File: src/hdl/mlfd_pkg.sv
// ----------------------------------------------------------------------------
// mlfd_pkg
// Shared types and constants for the sync-word, length-prefixed deframer.
// ----------------------------------------------------------------------------
package mlfd_pkg;

    // Width of one link byte.
    localparam int unsigned BYTE_W = 8;
    // Width of the payload length field.
    localparam int unsigned LEN_W = 16;

    // Sync word bytes 'H', 'C', 'M'.
    localparam logic [BYTE_W-1:0] SYNC_0 = 8'h48;
    localparam logic [BYTE_W-1:0] SYNC_1 = 8'h43;
    localparam logic [BYTE_W-1:0] SYNC_2 = 8'h4D;

    // One result of the parser, with its valid flag.
    typedef struct packed {
        logic              valid;
        logic [BYTE_W-1:0] frame_object_id;
        logic [BYTE_W-1:0] payload_byte;
        logic              has_data;
        logic              end_of_frame;
    } mlfd_result_t;

endpackage

File: src/hdl/mlfd_if.sv
// ----------------------------------------------------------------------------
// mlfd_byte_if / mlfd_frame_if
// Valid/ready channels for received link bytes and for deframed results.
// ----------------------------------------------------------------------------
interface mlfd_byte_if;
    logic                          valid;
    logic                          ready;
    logic [mlfd_pkg::BYTE_W-1:0]   rx_byte;

    modport source (output valid, output rx_byte, input ready);
    modport sink   (input valid, input rx_byte, output ready);
endinterface

interface mlfd_frame_if;
    logic                          valid;
    logic                          ready;
    logic [mlfd_pkg::BYTE_W-1:0]   frame_object_id;
    logic [mlfd_pkg::BYTE_W-1:0]   payload_byte;
    logic                          has_data;
    logic                          end_of_frame;

    modport source (output valid, output frame_object_id, output payload_byte,
                    output has_data, output end_of_frame, input ready);
    modport sink   (input valid, input frame_object_id, input payload_byte,
                    input has_data, input end_of_frame, output ready);
endinterface

File: src/hdl/mlfd_parser.sv
// ----------------------------------------------------------------------------
// mlfd_parser
// Header state machine: sync hunt, length and object id capture, and payload
// countdown. Consumes one byte on each step and gives at most one result.
// ----------------------------------------------------------------------------
module mlfd_parser (
    input  logic                          clk,
    input  logic                          rst_n,
    input  logic                          step,
    input  logic [mlfd_pkg::BYTE_W-1:0]   rx_byte,
    output mlfd_pkg::mlfd_result_t        result
);

    localparam logic [2:0] PH_HUNT   = 3'd0;
    localparam logic [2:0] PH_SYNC1  = 3'd1;
    localparam logic [2:0] PH_SYNC2  = 3'd2;
    localparam logic [2:0] PH_LEN_HI = 3'd3;
    localparam logic [2:0] PH_LEN_LO = 3'd4;
    localparam logic [2:0] PH_OBJ    = 3'd5;
    localparam logic [2:0] PH_DATA   = 3'd6;

    logic [2:0]                     phase_reg, phase_next;
    logic [mlfd_pkg::BYTE_W-1:0]    length_high_reg, length_high_next;
    logic [mlfd_pkg::LEN_W-1:0]     bytes_left_reg, bytes_left_next;
    logic [mlfd_pkg::BYTE_W-1:0]    current_object_reg, current_object_next;
    logic [2:0]                     restart_phase;
    logic [mlfd_pkg::LEN_W-1:0]     bytes_dec;

    // A byte that breaks the sync word may itself open a new one.
    assign restart_phase = (rx_byte == mlfd_pkg::SYNC_0) ? PH_SYNC1 : PH_HUNT;
    assign bytes_dec     = bytes_left_reg - {{(mlfd_pkg::LEN_W-1){1'b0}}, 1'b1};

    // Next state and result for the byte at hand.
    always_comb
    begin
        phase_next                = phase_reg;
        length_high_next          = length_high_reg;
        bytes_left_next           = bytes_left_reg;
        current_object_next       = current_object_reg;
        result                    = '0;
        result.frame_object_id    = current_object_reg;
        case (phase_reg)
            PH_SYNC1:
            begin
                phase_next = (rx_byte == mlfd_pkg::SYNC_1) ? PH_SYNC2 : restart_phase;
            end
            PH_SYNC2:
            begin
                phase_next = (rx_byte == mlfd_pkg::SYNC_2) ? PH_LEN_HI : restart_phase;
            end
            PH_LEN_HI:
            begin
                length_high_next = rx_byte;
                phase_next       = PH_LEN_LO;
            end
            PH_LEN_LO:
            begin
                bytes_left_next = {length_high_reg, rx_byte};
                phase_next      = PH_OBJ;
            end
            PH_OBJ:
            begin
                current_object_next    = rx_byte;
                result.frame_object_id = rx_byte;
                if (bytes_left_reg == '0)
                begin
                    // Empty frame: a single notice without data.
                    result.valid        = 1'b1;
                    result.end_of_frame = 1'b1;
                    phase_next          = PH_HUNT;
                end
                else
                begin
                    phase_next = PH_DATA;
                end
            end
            PH_DATA:
            begin
                if (bytes_left_reg == '0)
                begin
                    phase_next = restart_phase;
                end
                else
                begin
                    bytes_left_next     = bytes_dec;
                    result.valid        = 1'b1;
                    result.payload_byte = rx_byte;
                    result.has_data     = 1'b1;
                    result.end_of_frame = (bytes_dec == '0);
                    if (bytes_dec == '0)
                    begin
                        phase_next = PH_HUNT;
                    end
                end
            end
            default:
            begin
                phase_next = restart_phase;
            end
        endcase
        if (!step)
        begin
            result.valid = 1'b0;
        end
    end

    // State registers advance only when a byte is consumed.
    always_ff @(posedge clk or negedge rst_n)
    begin
        if (!rst_n)
        begin
            phase_reg          <= PH_HUNT;
            length_high_reg    <= '0;
            bytes_left_reg     <= '0;
            current_object_reg <= '0;
        end
        else if (step)
        begin
            phase_reg          <= phase_next;
            length_high_reg    <= length_high_next;
            bytes_left_reg     <= bytes_left_next;
            current_object_reg <= current_object_next;
        end
    end

endmodule

File: src/hdl/magic_length_frame_deframer.sv
// ----------------------------------------------------------------------------
// magic_length_frame_deframer
// Sync-word, length-prefixed byte deframer with valid/ready channels.
// ----------------------------------------------------------------------------
// The block takes one link byte per cycle and keeps that rate for as long as
// the result side takes its requests. A byte passes an input register, the
// header state machine, and a result register in that order on its way to
// tx. Header bytes give no result; the object id byte of a zero-length
// frame gives one notice with has_data low. The only stall comes from the
// result register: while it holds a request that tx does not take, the
// state machine holds, and rx.ready falls once the input register is full.
module magic_length_frame_deframer (
    input  logic               clk,
    input  logic               rst_n,
    mlfd_byte_if.sink          rx,
    mlfd_frame_if.source       tx
);

    logic                            rx_valid_reg, rx_valid_next;
    logic [mlfd_pkg::BYTE_W-1:0]     rx_byte_reg;
    logic                            tx_valid_reg, tx_valid_next;
    mlfd_pkg::mlfd_result_t          tx_data_reg;
    mlfd_pkg::mlfd_result_t          result;
    logic                            advance;
    logic                            step;
    logic                            rx_take;

    // The pipeline moves whenever the result register is free or drained.
    assign advance  = !tx_valid_reg || tx.ready;
    assign rx.ready = !rx_valid_reg || advance;
    assign rx_take  = rx.valid && rx.ready;
    assign step     = rx_valid_reg && advance;

    mlfd_parser u_parser (
        .clk     (clk),
        .rst_n   (rst_n),
        .step    (step),
        .rx_byte (rx_byte_reg),
        .result  (result)
    );

    // Valid flags of the two pipeline registers.
    always_comb
    begin
        rx_valid_next = rx_valid_reg;
        if (rx_take)
        begin
            rx_valid_next = 1'b1;
        end
        else if (advance)
        begin
            rx_valid_next = 1'b0;
        end
        tx_valid_next = advance ? result.valid : tx_valid_reg;
    end

    always_ff @(posedge clk or negedge rst_n)
    begin
        if (!rst_n)
        begin
            rx_valid_reg <= 1'b0;
            tx_valid_reg <= 1'b0;
        end
        else
        begin
            rx_valid_reg <= rx_valid_next;
            tx_valid_reg <= tx_valid_next;
        end
    end

    // Payload registers.
    always_ff @(posedge clk)
    begin
        if (rx_take)
        begin
            rx_byte_reg <= rx.rx_byte;
        end
        if (advance)
        begin
            tx_data_reg <= result;
        end
    end

    assign tx.valid           = tx_valid_reg;
    assign tx.frame_object_id = tx_data_reg.frame_object_id;
    assign tx.payload_byte    = tx_data_reg.payload_byte;
    assign tx.has_data        = tx_data_reg.has_data;
    assign tx.end_of_frame    = tx_data_reg.end_of_frame;

endmodule

File: src/flat_wrapper.sv
// flat-port wrapper written by rule: the top's interface ports become plain ports
module magic_length_frame_deframer_flat 
  (clk, rst_n, rx_valid, rx_rx_byte, rx_ready, tx_valid, tx_frame_object_id, tx_payload_byte, tx_has_data, tx_end_of_frame, tx_ready);
  mlfd_byte_if rx_i ();
  mlfd_frame_if tx_i ();
  input  logic clk;
  input  logic rst_n;
  input wire logic [$bits(rx_i.valid)-1:0] rx_valid;
  input wire logic [$bits(rx_i.rx_byte)-1:0] rx_rx_byte;
  output wire logic [$bits(rx_i.ready)-1:0] rx_ready;
  output wire logic [$bits(tx_i.valid)-1:0] tx_valid;
  output wire logic [$bits(tx_i.frame_object_id)-1:0] tx_frame_object_id;
  output wire logic [$bits(tx_i.payload_byte)-1:0] tx_payload_byte;
  output wire logic [$bits(tx_i.has_data)-1:0] tx_has_data;
  output wire logic [$bits(tx_i.end_of_frame)-1:0] tx_end_of_frame;
  input wire logic [$bits(tx_i.ready)-1:0] tx_ready;
  assign rx_i.valid = rx_valid;
  assign rx_i.rx_byte = rx_rx_byte;
  assign rx_ready = rx_i.ready;
  assign tx_valid = tx_i.valid;
  assign tx_frame_object_id = tx_i.frame_object_id;
  assign tx_payload_byte = tx_i.payload_byte;
  assign tx_has_data = tx_i.has_data;
  assign tx_end_of_frame = tx_i.end_of_frame;
  assign tx_i.ready = tx_ready;
  magic_length_frame_deframer u_core (.clk(clk), .rst_n(rst_n), .rx(rx_i), .tx(tx_i));
endmodule
File: config.mk
export PLATFORM = sky130hd
export DESIGN_NAME = magic_length_frame_deframer_flat
export DESIGN_NICKNAME = d
export VERILOG_FILES = /design/src/hdl/mlfd_pkg.sv /design/src/hdl/mlfd_if.sv /design/src/hdl/mlfd_parser.sv /design/src/hdl/magic_length_frame_deframer.sv /design/src/flat_wrapper.sv
export SDC_FILE = /design/constraint.sdc
export NUM_CORES = 1
export LEC_CHECK = 0
export BUFFER_PORTS_ARGS = -buffer_cell sky130_fd_sc_hd__buf_2
export CORE_MARGIN = 2
export CORE_UTILIZATION = 55
export DETAILED_ROUTE_END_ITERATION = 12
export GPL_TIMING_DRIVEN = 0
export HOLD_SLACK_MARGIN = 0.08
export PLACE_DENSITY_LB_ADDON = 0.08
export SLEW_MARGIN = 5
export SYNTH_ARGS = -nofsm -noshare
export SYNTH_HDL_FRONTEND = slang
export SYNTH_SLANG_ARGS = --single-unit
File: constraint.sdc
create_clock -name clk -period 4.2 [get_ports clk]
set_input_delay 0.84 -clock clk [delete_from_list [all_inputs] [get_ports clk]]
set_output_delay 0.84 -clock clk [all_outputs]
set_load 0.01 [all_outputs]
==> metrics.cfg, run 1 <==
[sta]
finalSetupTns_ps = 0
relSlewSlack_pct = 25.8
slew_violations = 0
fin_crit_sh_pct = 73.3
clock-skew-final_ps = 5.06
fin_crit_ps = 3080
hold_viol = 0
setup_violations = 0
setup_slack_ps = 1120
worstMarginPinSlew_ps = 1110
max_clock_freq_ghz = 0.325
rsz0062_at_grt = false

[floorplan]
coreArea_um2 = 5470
dieArea_um2 = 6260
ios = 32
dieWidth_um = 79.1
initial_core_util_pct = 56.7
rows = 27
die_h_um = 79.1

[power]
p_leak_nw = 1.50
vdd_drop_max_v = 0.000423
power.density_nw_per_um2 = 746

[synth]
yosys_warnings = 0
synth-seq-area-share_pct = 55.0
syn_area_per_cell_um2 = 11.1
synth_area_um2 = 3100
yosysUniqueCellTypes = 53
async_reset_ff_share_pct = 58.7
synth_cells = 279
syn_nets = 294
ys_ff_latch = 63
ys.flop_type = dfrtp_1
synth_edf_count = 26

[final_layout]
area_growth_syn_to_layout_pct = 14.0
final_cell_mix = nor2_1 (37), dfrtp_1 (37), buf_2 (34), edfxtp_1 (26)
seqCellArea_um2 = 1710
drive_above_1_share_pct = 26.7
largest_reg_flops = 16
antenna_cells = 0
fillers = 454
fin_nets = 336
multi_input_area_um2 = 1300

[cts]
cts_hold_buf = 0
cts_buffer_depth = 2
cts.sinks = 63
cts_resized = 0
cts_made_buffers = 9
insertion_delay_ps = 330
cts_setup_buffers = 0
tritoncts = done
clk_root_buffer_cell = clkbuf_8
h-tree-depth = 3
cts.clk_slew.worst_paths_ps = 70

[drt]
drt_iter0_markers = 155
drt_wl_total_um = 6620
ant_nets = 0
dr.pass1.iters = 5
num_vias = 2330
drc = 0
vias_per_cell = 5.85
wl_per_cell_um = 16.6

[worst_setup_path]
startpoint_type = input port
critPathMaxFanout = 20
worstPathArrival_ps = 3320
endpoint_kind = flip-flop
critical_path_class = input port to flip-flop
crit_required_ps = 4440

[grt]
grt_max_degree = 38
grt.total_usage_pct = 23.2
grt_pass1_vias = 2196
grt.overflow.total = 0
grt_pass1_wl_um = 10900
antenna_found_initial = 0

[placement]
place.gp.congestion = 0.833
place_worst_setup_slack_ps = 735
hpwl_um = 4520
portBuffers = 31

[worst_hold_path]
hold_class = flip-flop to flip-flop

[run_status]
status = complete, no violations

[job]
drv_cap = 0

==> routing by layer <==
layer / track usage (%) / share of wire (%) / vias up
met5: 0 / 0 / -
met4: 9.83 / 1.3 / 0
met3: 4.20 / 5.0 / 10
met2: 34.7 / 46 / 78
met1: 33.5 / 48 / 1123
li1: - / - / 1119
==> synth_stat cells (3+ instances only) <==
cell type	n	area share, %
dfrtp_1	37	30
nor2_1	37	4.5
o21ai_0	24	3.9
mux2_2	24	8.7
nand3_1	5	0.81
a21oi_1	13	2.1
or3_1	4	0.81
clkbuf_1	10	1.2
edfxtp_1	26	25
o22a_1	3	0.85
nor3_1	6	0.97
nor4_1	3	0.60
a22oi_1	7	1.7
and3_1	8	1.6
a31oi_1	3	0.60
inv_1	5	0.60
nand2_1	12	1.5
buf_2	3	0.48
ha_1	3	1.2
nand2b_1	5	1.0
==> worst max-delay path, stage by stage <==
cell and delay, ps:
buf_2 80, nand2b_1 670, nand2_1 400, a211oi_1 1000, o211ai_1 200, o21ai_0 140
==> final timing paths <==
check | startpoint | to | slack [ps] | cells after the start
setup reg to reg | u_core.tx.valid$_DFFE_PN0P_ | u_core.u_parser.bytes_left_reg[1]$_DFFE_PN0P_ | 1360 | 5
hold / removal | u_core.u_parser.current_object_reg[0]$_DFFE_PN0P_ | u_core.u_parser.current_object_reg[0]$_DFFE_PN0P_ | 500 | 1
setup / recovery | tx_ready | u_core.u_parser.bytes_left_reg[1]$_DFFE_PN0P_ | 1120 | 6
hold reg to reg | u_core.u_parser.current_object_reg[0]$_DFFE_PN0P_ | u_core.u_parser.current_object_reg[0]$_DFFE_PN0P_ | 500 | 1
max in group asynchronous | rst_n | u_core.u_parser.phase_reg[1]$_DFFE_PN0P_ | 3070 | 1
min in group asynchronous | rst_n | u_core.u_parser.bytes_left_reg[6]$_DFFE_PN0P_ | 610 | 1
==> power breakdown <==
group	internal [mW]	switching [mW]	leakage, nW	total (mW)
logic	0.434	0.616	0.652	1.05
registers	0.920	0.168	0.750	1.09
clock network	0.272	0.229	0.0960	0.501
total	1.63	1.01	1.50	2.64
==> per-stage QoR <==
step	total power, mW	instances	hold WS, ps	utilization (%)	area, um^2
2_1_floorplan	1.84	279	474	-	3100
4_1_cts	2.65	398	503	64.6	3540
6_report	2.64	398	503	64.6	3540
3_5_place_dp	2.14	382	487	61.2	3350
3_3_place_gp	2.11	382	481	61.2	3350
5_1_grt	2.83	398	523	64.6	3540
==> layout make-up <==
class | instances | area share (%)
plain buffers | 17 | 2.30
clock buffers | 10 | 3.61
clock inverters | 6 | 1.73
inverters | 5 | 0.531
multi-input cells | 194 | 36.6
flip-flops and latches | 63 | 48.2
well taps | 72 | 2.55
repair buffers | 31 | 4.39
==> logic make-up after synthesis <==
family / synth area share (%)
muxes: 8.71
buffers and inverters: 3.23
AOI/OAI and AO/OA: 15.5
xor gates and xnor gates: 0.282
and+or+nand+nor: 16.0
adders and majority gates: 1.21
DFF: 55.0
(Power assumes the default switching activity.)
==> inputs of run 2 (changes only) <==
--- a/config.mk
+++ b/config.mk
@@ -5,9 +5,10 @@
 export SDC_FILE = /design/constraint.sdc
 export NUM_CORES = 1
 export LEC_CHECK = 0
+export ABC_AREA = 1
 export BUFFER_PORTS_ARGS = -buffer_cell sky130_fd_sc_hd__buf_2
 export CORE_MARGIN = 2
-export CORE_UTILIZATION = 55
+export CORE_UTILIZATION = 53
 export DETAILED_ROUTE_END_ITERATION = 12
 export GPL_TIMING_DRIVEN = 0
 export HOLD_SLACK_MARGIN = 0.08
==> constraint.sdc (replaced) <==
create_clock -name clk -period 2.68 [get_ports clk]
set_input_delay 0.536 -clock clk [delete_from_list [all_inputs] [get_ports clk]]
set_output_delay 0.536 -clock clk [all_outputs]
set_load 0.01 [all_outputs]
==> run 2 against run 1 <==
  * Synthesized cell count rose by 34%
  * Sequential share of layout area is 1.1 points lower
  * Global-route usage increased by 0.76 points
  * Count of clock-buffer cells in the layout decreased by 1
  * Clock skew is essentially flat
  * Synthesized area is 2.8% higher
  * Register-to-register slack worse by 960 ps
  * Total power down 24%
  * Cell count rose by 25%
  * Worst hold slack worse by 210 ps
==> metrics.cfg, run 2 <==
[final_layout]
antenna_cells = 0
layout_commonest_cell = nand2_1
drive_above_1_share_pct = 18.5
fillers = 532
fin_area_um2 = 3620
final_cell_mix = nand2_1 (88), inv_1 (47), o21ai_0 (42), nor2_1 (42), dfrtp_1 (37)
area_growth_syn_to_layout_pct = 13.5
largest_reg_flops = 16
fin_nets = 431

[synth]
synth_area_um2 = 3190
yosysMostFrequentCell = nand2_1
yosys_warnings = 0
synth_common_cells = nand2_1 (88), inv_1 (47), nor2_1 (42), o21ai_0 (42), dfrtp_1 (37)
synth_edf_count = 26
synth_cells = 374
syn_area_per_cell_um2 = 8.53
synth_area_leaders = dfrtp_1 (29%), edfxtp_1 (24%), nand2_1 (10%)
synth-seq-area-share_pct = 53.5
yosysTopAreaCell = dfrtp_1
ys.flop_type = dfrtp_1
syn_nets = 389
ys_ff_latch = 63
async_reset_ff_share_pct = 58.7
synth_top_cell_area_share_pct = 29.0
yosysUniqueCellTypes = 30

[cts]
clk_root_buffer_cell = clkbuf_8
cts.sinks = 63
cts_resized = 0
insertion_delay_ps = 360
h-tree-depth = 3
cts_hold_buf = 0
cts_setup_buffers = 0
tritoncts = done
cts.clk_slew.worst_paths_ps = 80
cts_made_buffers = 9
cts_buffer_depth = 2

[power]
vdd_drop_max_v = 0.000458
power.density_nw_per_um2 = 555
p_switching_mw = 0.543
swShare_pct = 27.1
internal_power_mw = 1.46
p_total_mw = 2.01
p_leak_nw = 1.70
p_seq_share_pct = 54.5
power_frac_clock_pct = 38.5
power_frac_comb_pct = 7.1

[worst_setup_path]
regToRegSetupSlack_ps = 400
max_stage_delay_ps = 650
crit_cells = 6
crit_buf_inv = 1
rr_endpoint = u_core.u_parser.length_high_reg[4]$_DFFE_PN0P_
cp_cell_sequence = nand2_1 > nand2_1 > nor2_1 > buf_2 > nand2_1 > o21ai_0
startpoint_type = flip-flop
crit_required_ps = 2960
cp_slowest_cell = nand2_1
endpoint_kind = flip-flop
critPathMaxFanout = 20
r2r_start = u_core.tx.valid$_DFFE_PN0P_
rr_worst_depth = 6
path_delay_family = simple AND/OR/NAND/NOR gates
crit_top_cell = nand2_1
crit_end = u_core.u_parser.length_high_reg[4]$_DFFE_PN0P_
crit_start = u_core.tx.valid$_DFFE_PN0P_
critical_path_class = flip-flop to flip-flop
worstPathArrival_ps = 2560

[job]
drv_cap = 0

[run_status]
status = complete, no violations

[sta]
hold_viol = 0
fin_crit_sh_pct = 85.1
rsz0062_at_grt = false
worstMarginPinSlew_ps = 873
slew_violations = 0
max_clock_freq_ghz = 0.438
setup_violations = 0
clock-skew-final_ps = 5.24
finalSetupTns_ps = 0
relSlewSlack_pct = 41.7
fin_crit_ps = 2280

[floorplan]
ios = 32
die_h_um = 81.6
rows = 28
coreArea_um2 = 5850
initial_core_util_pct = 54.5
dieArea_um2 = 6650
dieWidth_um = 81.6

[drt]
drt_wl_total_um = 7210
ant_nets = 0
vias_per_cell = 5.31
num_vias = 2636
dr.pass1.iters = 4
drt_iter0_markers = 104
wl_per_cell_um = 14.5
drc = 0

[placement]
hpwl_um = 5270
dpl-instance-area_um2 = 3440
portBuffers = 31
place.gp.congestion = 0.855

[grt]
antenna_found_initial = 0
grt_pass1_vias = 2453
grt.total_usage_pct = 24.0
grt_pass1_wl_um = 11700
grt_max_degree = 38
grt.overflow.total = 0

[worst_hold_path]
hold_class = input port to async pin

==> run 2: per-layer routing <==
layer  wire, um  global-route usage [%]  part of all wire, %
met1       3410                    33.8                   47
met4        155                    12.3                  2.2
met5          0                       0                    0
met2       3270                    35.3                   45
met3        372                    4.51                  5.2
==> run 2: layout make-up <==
class                      count  area [um^2]  share of cell area, %
timing repair buffer          31          155                   4.29
inverter                      51          191                   5.29
multi-input combinational    250         1220                   33.7
tap                           75         93.8                   2.59
clock inverter                 7         56.3                   1.56
sequential                    63         1710                   47.2
buffer                        10         70.1                   1.94
clock buffer                   9          124                   3.42
==> run 2: cell families after synthesis <==
kind of cell | count (synthesis) | synth area share, %
simple gates | 173 | 24.1
compound gates | 71 | 12.2
flops | 63 | 53.5
buf+inv | 61 | 8.20
xor+xnor | 3 | 0.824
fa+ha+maj | 3 | 1.18
==> run 2: power by group through the flow <==
stage / clock network (mW) / registers [mW] / logic, mW
after floorplan: 0 / 1.12 / 0.0715
after global placement: 0 / 1.11 / 0.141
after detailed placement: 0 / 1.11 / 0.144
after CTS: 0.789 / 1.09 / 0.145
after global routing: 0.820 / 1.10 / 0.163
final: 0.772 / 1.09 / 0.142
==> run 2: worst min path at each step <==
stage,startpoint,to,slack [ps],depth (start not counted)
floorplan,rst_n,u_core.rx_valid_reg$_DFFE_PN0P_,240,0
global placement,u_core.rx_valid_reg$_DFFE_PN0P_,u_core.tx.valid$_DFFE_PN0P_,490,2
detailed placement,u_core.u_parser.length_high_reg[3]$_DFFE_PN0P_,u_core.u_parser.length_high_reg[3]$_DFFE_PN0P_,510,2
CTS,rst_n,u_core.u_parser.current_object_reg[1]$_DFFE_PN0P_,320,1
global route,rx_rx_byte[2],u_core.rx_byte_reg[2]$_DFFE_PP_,340,1
finish,rst_n,u_core.u_parser.bytes_left_reg[3]$_DFFE_PN0P_,290,1
==> run 2: per-stage QoR <==
step	std cells	setup WS [ps]	hold slack (ps)	utilization, %
final	496	399	290	61.8
after global routing	496	217	338	61.8
after CTS	496	416	320	61.8
after detailed placement	480	182	511	58.8
after global placement	480	228	490	58.8
after floorplan	374	714	240	-
==> inputs of run 3 (changes only) <==
--- a/config.mk
+++ b/config.mk
@@ -12,7 +12,7 @@
 export DETAILED_ROUTE_END_ITERATION = 12
 export GPL_TIMING_DRIVEN = 0
 export HOLD_SLACK_MARGIN = 0.08
-export PLACE_DENSITY_LB_ADDON = 0.08
+export PLACE_DENSITY = 0.76
 export SLEW_MARGIN = 5
 export SYNTH_ARGS = -nofsm -noshare
 export SYNTH_HDL_FRONTEND = slang
==> run 3 against run 2 <==
  * Via count increased by 0.87%
  * Maximum frequency shrank 0.38%
  * Critical endpoint is now u_core.u_parser.length_high_reg[6]$_DFFE_PN0P_
  * Clock skew grew 2.7 ps
  * Critical path type unchanged
  * Total power is 2.7% higher
==> metrics.cfg, run 3 (synthesized netlist as in run 2, its figures left out) <==
[run_status]
status = complete, no violations

[worst_setup_path]
endpoint_kind = flip-flop
critPathMaxFanout = 20
critical_path_class = flip-flop to flip-flop
crit_required_ps = 2900
startpoint_type = flip-flop
worstPathArrival_ps = 2510

[grt]
grt_max_degree = 38
antenna_found_initial = 0
grt.overflow.total = 0
grt.total_usage_pct = 24.8
grt_pass1_vias = 2603
grt_pass1_wl_um = 12200

[worst_hold_path]
hold_class = input port to async pin

[sta]
fin_crit_sh_pct = 85.4
setup_violations = 0
slew_violations = 0
finalSetupTns_ps = 0
fin_crit_ps = 2290
max_clock_freq_ghz = 0.437
relSlewSlack_pct = 43.5
holdWs_ps = 292
clock-skew-final_ps = 7.94
hold_viol = 0
rsz0062_at_grt = false
worstMarginPinSlew_ps = 845

[placement]
place.gp.congestion = 0.850
dp.cells = 480
dpl-instance-area_um2 = 3440
hpwl_um = 5240
portBuffers = 31

[power]
p_leak_nw = 1.70
power.density_nw_per_um2 = 567
vdd_drop_max_v = 0.000474
p_total_mw = 2.06

[final_layout]
seqCellArea_um2 = 1710
fillers = 514
fin_area_um2 = 3630
fin_nets = 431
multi_input_area_um2 = 1220
area_growth_syn_to_layout_pct = 14.0
final_cells = 496
largest_reg_flops = 16
antenna_cells = 0
drive_above_1_share_pct = 18.3
final_cell_mix = nand2_1 (88), inv_1 (47), o21ai_0 (42), nor2_1 (42), dfrtp_1 (37)
layout_commonest_cell = nand2_1

[job]
drv_cap = 0

[cts]
cts.sinks = 63
cts_buffer_depth = 2
cts_resized = 0
insertion_delay_ps = 350
cts_made_buffers = 9
h-tree-depth = 3
cts_setup_buffers = 0
cts.clk_slew.worst_paths_ps = 70
tritoncts = done
cts_hold_buf = 0
clk_root_buffer_cell = clkbuf_8

[floorplan]
dieArea_um2 = 6650
coreArea_um2 = 5850
dieWidth_um = 81.6
die_h_um = 81.6
initial_core_util_pct = 54.5
ios = 32
rows = 28

[drt]
drc = 0
num_vias = 2659
drt_iter0_markers = 302
drt_wl_total_um = 7170
ant_nets = 0
wl_per_cell_um = 14.4
dr.pass1.iters = 5
vias_per_cell = 5.36

-- run 3: cell count changes in the layout (fill, tap and decap cells not counted) --
cell and delta:
clkinv_2 -1, clkinv_4 -2, bufinv_16 +1, clkinvlp_4 +3
clkinv_1 +1, inv_6 -2
-- run 3: final cells by class --
type,count,share of cell area [%]
clock inverters,7,2.00
clock buffers,9,3.41
repair buffers,31,4.27
inverters,51,5.27
multi-input cells,250,33.6
plain buffers,10,1.93
well taps,75,2.58
flip-flops and latches,63,47.0
-- run 3: final timing paths --
check	cells after the start	startpoint	slack [ps]	endpoint
max	5	u_core.tx.valid$_DFFE_PN0P_	390	u_core.u_parser.length_high_reg[6]$_DFFE_PN0P_
min	1	rst_n	290	u_core.u_parser.bytes_left_reg[8]$_DFFE_PN0P_
max reg2reg	5	u_core.tx.valid$_DFFE_PN0P_	390	u_core.u_parser.length_high_reg[6]$_DFFE_PN0P_
min reg2reg	2	u_core.u_parser.length_high_reg[3]$_DFFE_PN0P_	530	u_core.u_parser.length_high_reg[3]$_DFFE_PN0P_
max in group asynchronous	1	rst_n	1860	u_core.rx_valid_reg$_DFFE_PN0P_
min in group clk	1	rx_rx_byte[1]	360	u_core.rx_byte_reg[1]$_DFFE_PP_
-- run 3: layer usage --
metal	vias up	GRT usage (%)	routed length (um)
met5	-	0	0
met4	0	9.50	104
met3	12	6.26	477
met2	85	38.2	3400
met1	1256	33.9	3190
li1	1306	-	-
-- run 3: worst max-delay path: stages (launching register included) --
cell and delay, ps:
dfrtp_1 400, nand2_1 630, nand2_1 310, nor2_1 430, buf_2 290, o21ai_0 110
-- run 3: report_power, final --
part	internal (mW)	switching, mW
Sequential	1.07	0.0274
Clock	0.428	0.392
Combinational	0.0513	0.0951
-- run 3: through the flow --
| step | utilization, % | setup slack [ps] |
|---|---|---|
| floorplan | - | 714 |
| finish | 62.1 | 391 |
| CTS | 62.1 | 339 |
| global route | 62.1 | 193 |
| detailed placement | 58.8 | 92.5 |
| global placement | 58.8 | 237 |
